$ cat config.mk
export PLATFORM = sky130hd
export DESIGN_NAME = ccsi_frame_serializer_top
export DESIGN_NICKNAME = d
export VERILOG_FILES = /design/src/rtl/core/ccsi_pkg.sv /design/src/rtl/core/ccsi_frame_serializer_top.sv /design/src/rtl/core/ccsi_shifter.sv
export SDC_FILE = /design/constraint.sdc
export NUM_CORES = 1
export LEC_CHECK = 0
export BUFFER_PORTS_ARGS = -buffer_cell sky130_fd_sc_hd__buf_4
export CAP_MARGIN = 15
export CORE_MARGIN = 4
export CORE_UTILIZATION = 40
export DETAILED_ROUTE_END_ITERATION = 10
export RECOVER_POWER = 100
export SLEW_MARGIN = 20
export SYNTH_ARGS = -nofsm -noshare
export SYNTH_HDL_FRONTEND = slang
export SYNTH_SLANG_ARGS = --single-unit
$ cat constraint.sdc
create_clock -name clk -period 3.4 [get_ports clk]
set_input_delay 0.17 -clock clk [delete_from_list [all_inputs] [get_ports clk]]
set_output_delay 0.17 -clock clk [all_outputs]
set_load 0.1 [all_outputs]
$ cat src/rtl/core/ccsi_pkg.sv
// ----------------------------------------------------------------------------
// ccsi_pkg
// Shared constants and types for the continuous-clock serial frame serializer.
// ----------------------------------------------------------------------------
package ccsi_pkg;

	// One unit is sent as 16 data bits plus the inverted-LSB check bit.
	localparam int WORD_W     = 16;
	localparam int UNIT_BITS  = WORD_W + 1;
	localparam int BIT_CNT_W  = $clog2(UNIT_BITS);

	// Length of the run of ones that closes a frame.
	localparam int STOP_EDGES = 18;
	localparam int STOP_CNT_W = $clog2(STOP_EDGES);

	typedef struct packed {
		logic load;
		logic shift;
	} shift_ctrl_t;

endpackage

$ cat src/rtl/core/ccsi_frame_serializer_top.sv
// ----------------------------------------------------------------------------
// ccsi_frame_serializer_top
// Turns 16-bit units with frame open/close flags into one serial level per
// result item: optional START zero, 17 unit bits, optional STOP run of ones.
// ----------------------------------------------------------------------------
// The first result of an item is registered in the START or DATA state that
// follows accept, once the output register can take it. Throughput: one
// result per cycle while out_ready is high; an item occupies the sequencer
// from accept until it returns to idle, so no new item is taken meanwhile.
// Reset: arst_n asynchronously returns the sequencer to idle with no result.
module ccsi_frame_serializer_top (
	input  logic                        clk,
	input  logic                        arst_n,
	input  logic                        in_valid,
	output logic                        in_ready,
	input  logic [ccsi_pkg::WORD_W-1:0] data_word,
	input  logic                        opens_frame,
	input  logic                        closes_frame,
	output logic                        out_valid,
	input  logic                        out_ready,
	output logic                        sin_level,
	output logic                        run_end
);

	typedef enum logic [1:0] {
		ST_IDLE,
		ST_START,
		ST_DATA,
		ST_STOP
	} state_t;

	state_t                          state_q;
	logic                            close_q;
	logic [ccsi_pkg::BIT_CNT_W-1:0]  bit_cnt_q;
	logic [ccsi_pkg::STOP_CNT_W-1:0] stop_cnt_q;
	logic                            out_valid_q;
	logic                            sin_q;
	logic                            run_end_q;

	logic                  in_fire;
	logic                  advance;
	logic                  last_bit;
	logic                  last_stop;
	logic                  unit_msb;
	ccsi_pkg::shift_ctrl_t shift_ctrl;

	assign in_ready  = (state_q == ST_IDLE);
	assign in_fire   = in_valid && in_ready;
	// The output register can take a new result when empty or being drained.
	assign advance   = !out_valid_q || out_ready;
	assign last_bit  = (bit_cnt_q == ccsi_pkg::BIT_CNT_W'(ccsi_pkg::UNIT_BITS - 1));
	assign last_stop = (stop_cnt_q == ccsi_pkg::STOP_CNT_W'(ccsi_pkg::STOP_EDGES - 1));

	assign shift_ctrl.load  = in_fire;
	assign shift_ctrl.shift = (state_q == ST_DATA) && advance;

	ccsi_shifter u_shifter (
		.clk       (clk),
		.ctrl      (shift_ctrl),
		.data_word (data_word),
		.msb       (unit_msb)
	);

	always_ff @(posedge clk or negedge arst_n) begin
		if (!arst_n) begin
			state_q     <= ST_IDLE;
			close_q     <= 1'b0;
			bit_cnt_q   <= '0;
			stop_cnt_q  <= '0;
			out_valid_q <= 1'b0;
			sin_q       <= 1'b0;
			run_end_q   <= 1'b0;
		end else begin
			if (out_valid_q && out_ready) begin
				out_valid_q <= 1'b0;
			end
			case (state_q)
				ST_IDLE: begin
					if (in_fire) begin
						close_q    <= closes_frame;
						bit_cnt_q  <= '0;
						stop_cnt_q <= '0;
						state_q    <= opens_frame ? ST_START : ST_DATA;
					end
				end
				ST_START: begin
					if (advance) begin
						out_valid_q <= 1'b1;
						sin_q       <= 1'b0;
						run_end_q   <= 1'b0;
						state_q     <= ST_DATA;
					end
				end
				ST_DATA: begin
					if (advance) begin
						out_valid_q <= 1'b1;
						sin_q       <= unit_msb;
						run_end_q   <= last_bit && !close_q;
						bit_cnt_q   <= bit_cnt_q + 1'b1;
						if (last_bit) begin
							state_q <= close_q ? ST_STOP : ST_IDLE;
						end
					end
				end
				ST_STOP: begin
					if (advance) begin
						out_valid_q <= 1'b1;
						sin_q       <= 1'b1;
						run_end_q   <= last_stop;
						stop_cnt_q  <= stop_cnt_q + 1'b1;
						if (last_stop) begin
							state_q <= ST_IDLE;
						end
					end
				end
				default: begin
					state_q <= ST_IDLE;
				end
			endcase
		end
	end

	assign out_valid = out_valid_q;
	assign sin_level = sin_q;
	assign run_end   = run_end_q;

	// An accepted item keeps the sequencer busy on the next cycle.
	a_busy_after_accept: assert property (@(posedge clk) disable iff (!arst_n)
		in_fire |=> !in_ready)
		else $error("in_ready high right after an item was accepted");

	// A stalled result must stay in place until it is taken.
	a_hold_on_stall: assert property (@(posedge clk) disable iff (!arst_n)
		(out_valid_q && !out_ready) |=> (out_valid_q && $stable(sin_q)
			&& $stable(run_end_q)))
		else $error("result changed while output stalled");

	// Every STOP run result is a one.
	a_stop_level: assert property (@(posedge clk) disable iff (!arst_n)
		(state_q == ST_STOP && advance) |=> (out_valid_q && sin_q))
		else $error("STOP run produced a zero level");

endmodule

$ cat src/rtl/core/ccsi_shifter.sv
// ----------------------------------------------------------------------------
// ccsi_shifter
// Holds one unit with its check bit and shifts it out MSB first.
// ----------------------------------------------------------------------------
module ccsi_shifter (
	input  logic                        clk,
	input  ccsi_pkg::shift_ctrl_t       ctrl,
	input  logic [ccsi_pkg::WORD_W-1:0] data_word,
	output logic                        msb
);

	logic [ccsi_pkg::UNIT_BITS-1:0] pattern_q;

	always_ff @(posedge clk) begin
		if (ctrl.load) begin
			// The check bit is the inverse of the data LSB.
			pattern_q <= {data_word, ~data_word[0]};
		end else if (ctrl.shift) begin
			pattern_q <= {pattern_q[ccsi_pkg::UNIT_BITS-2:0], 1'b0};
		end
	end

	assign msb = pattern_q[ccsi_pkg::UNIT_BITS-1];

endmodule
==> flow_metrics.py <==
metrics = {
    "critical_path": {
        "crit_start": "state_q[0]",
        "cp-end-kind": "register",
        "cp.buffers_inverters": 1,
        "startpoint_type": "register",
        "crit_type": "register to register",
        "critical_path.top_delay_family": "compound AO/OA/AOI/OAI gates",
        "reg2reg_to": "u_shifter.pattern_q[1]",
        "cp.depth": 3,
        "crit_slowest_cell": "o21ai_0",
        "path_cells": "nand2b_1 -> o21ai_0 -> clkbuf_1",
        "rrSetupSlack_ps": 980,
        "path_max_fanout": 15,
        "crit_path_end": "u_shifter.pattern_q[1]",
        "crit_path_max_incr_delay_ps": 730,
        "ff2ff_path_depth": 3,
        "worstPathArrival_ps": 2330,
        "timing.rr.start": "state_q[0]",
        "cp.required_ps": 3310,
    },
    "placement": {
        "portBuffers": 25,
        "gp_congestion": 0.739,
        "dp_hpwl_um": 2190,
        "place_ws_ps": 1470,
    },
    "floorplanning": {
        "die_w_um": 72.4,
        "initial_utilization": 0.415,
        "ioPinCount": 26,
        "die-area_um2": 5250,
        "die_h_um": 72.4,
        "core_um2": 4000,
        "rows": 23,
    },
    "routing": {
        "vias_per_cell": 5.38,
        "drc": 0,
        "drt-pass1-iter-count": 6,
        "route.met3.wl_um": 160,
        "routed.top_layer": "met4",
        "ant_nets": 0,
        "drt-met1-wl_um": 1280,
        "routedWlPerCell_um": 14.6,
        "dr_wl_met2_um": 1540,
        "vias": 1124,
        "wl_um": 3040,
        "drt_iter0_drc": 31,
    },
    "cells_and_area": {
        "syn_to_final_growth_pct": 14.0,
        "drive_above_1_share": 0.182,
        "layout.nets": 184,
        "num_antenna_cells": 0,
        "final_util": 0.473,
    },
    "synthesis": {
        "syn_avg_cell_area_um2": 12.9,
        "syn_inst": 129,
        "yosys_warnings": 0,
        "synth_seq_area_share": 0.549,
        "ys_types": 33,
        "ys_top_cells_by_area": "edfxtp_1 31%, dfrtp_1 24%, mux2_4 14%",
        "yosysTopAreaCell": "edfxtp_1",
        "syn-num-nets": 155,
        "synth-seq-cells": 33,
        "synth_area_um2": 1660,
        "synth_top_area_share": 0.307,
    },
    "power_and_ir_drop": {
        "vdd_drop_max_mv": 0.321,
        "cellPowerDensity_nw_per_um2": 827,
        "p_sw_uw": 573,
        "seqPwrFrac": 0.499,
        "internal-power_uw": 993,
        "swShare": 0.366,
        "total_leakage_power_uw": 0.000771,
        "combPwrFrac": 0.326,
        "pwr-share-clk": 0.174,
    },
    "sta": {
        "rsz0062_at_grt": "false",
        "setup_viol": 0,
        "min_period_ps": 2420,
        "worst_slew_pin_slew_ps": 1170,
        "hold_violations": 0,
        "maxSlewHeadroom": 0.220,
        "skew_ps": 7.19,
        "setup_tns_ps": 0,
        "worst_slack_ps": 984,
        "max_clock_freq_mhz": 414,
        "slew_viol_final": 0,
        "timing.final.crit_share": 0.711,
    },
    "grt": {
        "grt_pass1_wl_um": 5110,
        "track_usage": 0.129,
        "grt_antenna_before_repair": 0,
        "grt_max_degree": 22,
        "grt_pass1_vias": 1074,
        "grt_remaining_overflow": 0,
    },
    "status": {
        "status": "completed",
    },
    "cts": {
        "postCtsHoldBufs": 1,
        "cts.htree.levels": 2,
        "path_clk_slew_ps": 60,
        "cts_sinks": 33,
        "cts_tree": "done",
        "numCtsBuffers": 5,
        "cts_setup_buffers": 0,
        "clock_latency_ps": 280,
        "clockRootBuffer": "clkbuf_8",
        "cts_resized": 0,
        "clock_path_buffers": 2,
    },
    "job": {
        "maxCapViolCount": 0,
    },
    "worst_hold_path": {
        "holdCritPathClass": "primary input to register",
    },
}
==> flip-flops by register name, indices dropped and copies added (netlist names) <==
name and flops:
bit_cnt_q 5, close_q 1, out_valid 1, run_end 1, sin_level 1, state_q 2, stop_cnt_q 5, u_shifter.pattern_q 17
==> how the worst min path moves through the flow <==
stage,end,slack (ps),from,cells past startpoint
after floorplan,bit_cnt_q[0],-130,arst_n,0
after global placement,run_end,40,arst_n,1
after detailed placement,sin_level,40,arst_n,1
after CTS,close_q,140,closes_frame,2
after global routing,close_q,130,closes_frame,2
final,close_q,140,closes_frame,2
==> final cells by class <==
class                   count  area [um^2]
fillers                   384         2110
flip-flops and latches     33          911
multi-input cells          84          626
repair buffers             29          194
clock buffers               7         76.3
well taps                  50         62.6
inverters                   5         18.8
clock inverters             1         5.00
==> metal layers <==
metal  GRT usage  vias to the layer above
met2       0.204                       25
li1            -                      539
met1       0.161                      553
met5           0                        -
met3      0.0416                        7
met4      0.0615                        0
==> power groups by stage <==
stage / Sequential [uW] / Combinational, uW / Clock [uW]
after detailed placement: 789 / 613 / 0
after global placement: 780 / 597 / 0
after floorplan: 809 / 443 / 0
after CTS: 785 / 620 / 282
after global routing: 811 / 578 / 296
final: 782 / 511 / 273
==> cells in the mapped netlist (all sizes together) <==
cell / instances
edfxtp: 17
mux2: 17
a211oi: 1
o21ai: 9
nand3: 5
o211ai: 1
and3: 1
and4: 1
or2b: 1
nor3: 2
a21oi: 6
nor2b: 3
inv: 5
buf: 6
nand2b: 2
nand2: 5
o31ai: 4
a211o: 1
nor4bb: 2
or4: 3
a2bb2oi: 2
dfrtp: 16
or3b: 1
ha: 4
a31oi: 1
nor2: 7
mux2i: 3
a22oi: 1
a311oi: 1
clkbuf: 1
==> per-stage QoR <==
| stage | hold slack, ps | std cells | total power [uW] | instance area [um^2] |
|---|---|---|---|---|
| after floorplan | -126 | 129 | 1250 | 1660 |
| after global placement | 39.1 | 200 | 1380 | 1880 |
| after detailed placement | 40.5 | 200 | 1400 | 1880 |
| after CTS | 135 | 209 | 1690 | 1980 |
| after global routing | 133 | 209 | 1680 | 1890 |
| final | 137 | 209 | 1570 | 1890 |
==> kinds of logic after synthesis <==
logic type,count (synthesis),synth area share
buffers and inverters,12,0.0407
AND/OR/NAND/NOR,33,0.112
multiplexers,20,0.167
flip-flops,33,0.549
adder cells (fa/ha/maj),4,0.0301
AO/OA/AOI/OAI,27,0.102
==> cells in the final DEF, fill, tap and decap left out, types with 6 or more instances in the layout <==
master	n
buf_4	21
o21ai_0	9
mux2_1	15
clkbuf_1	9
a21oi_1	6
nor2_1	7
edfxtp_1	17
dfrtp_1	16
Note: power is estimated with default switching activity, not from simulation.
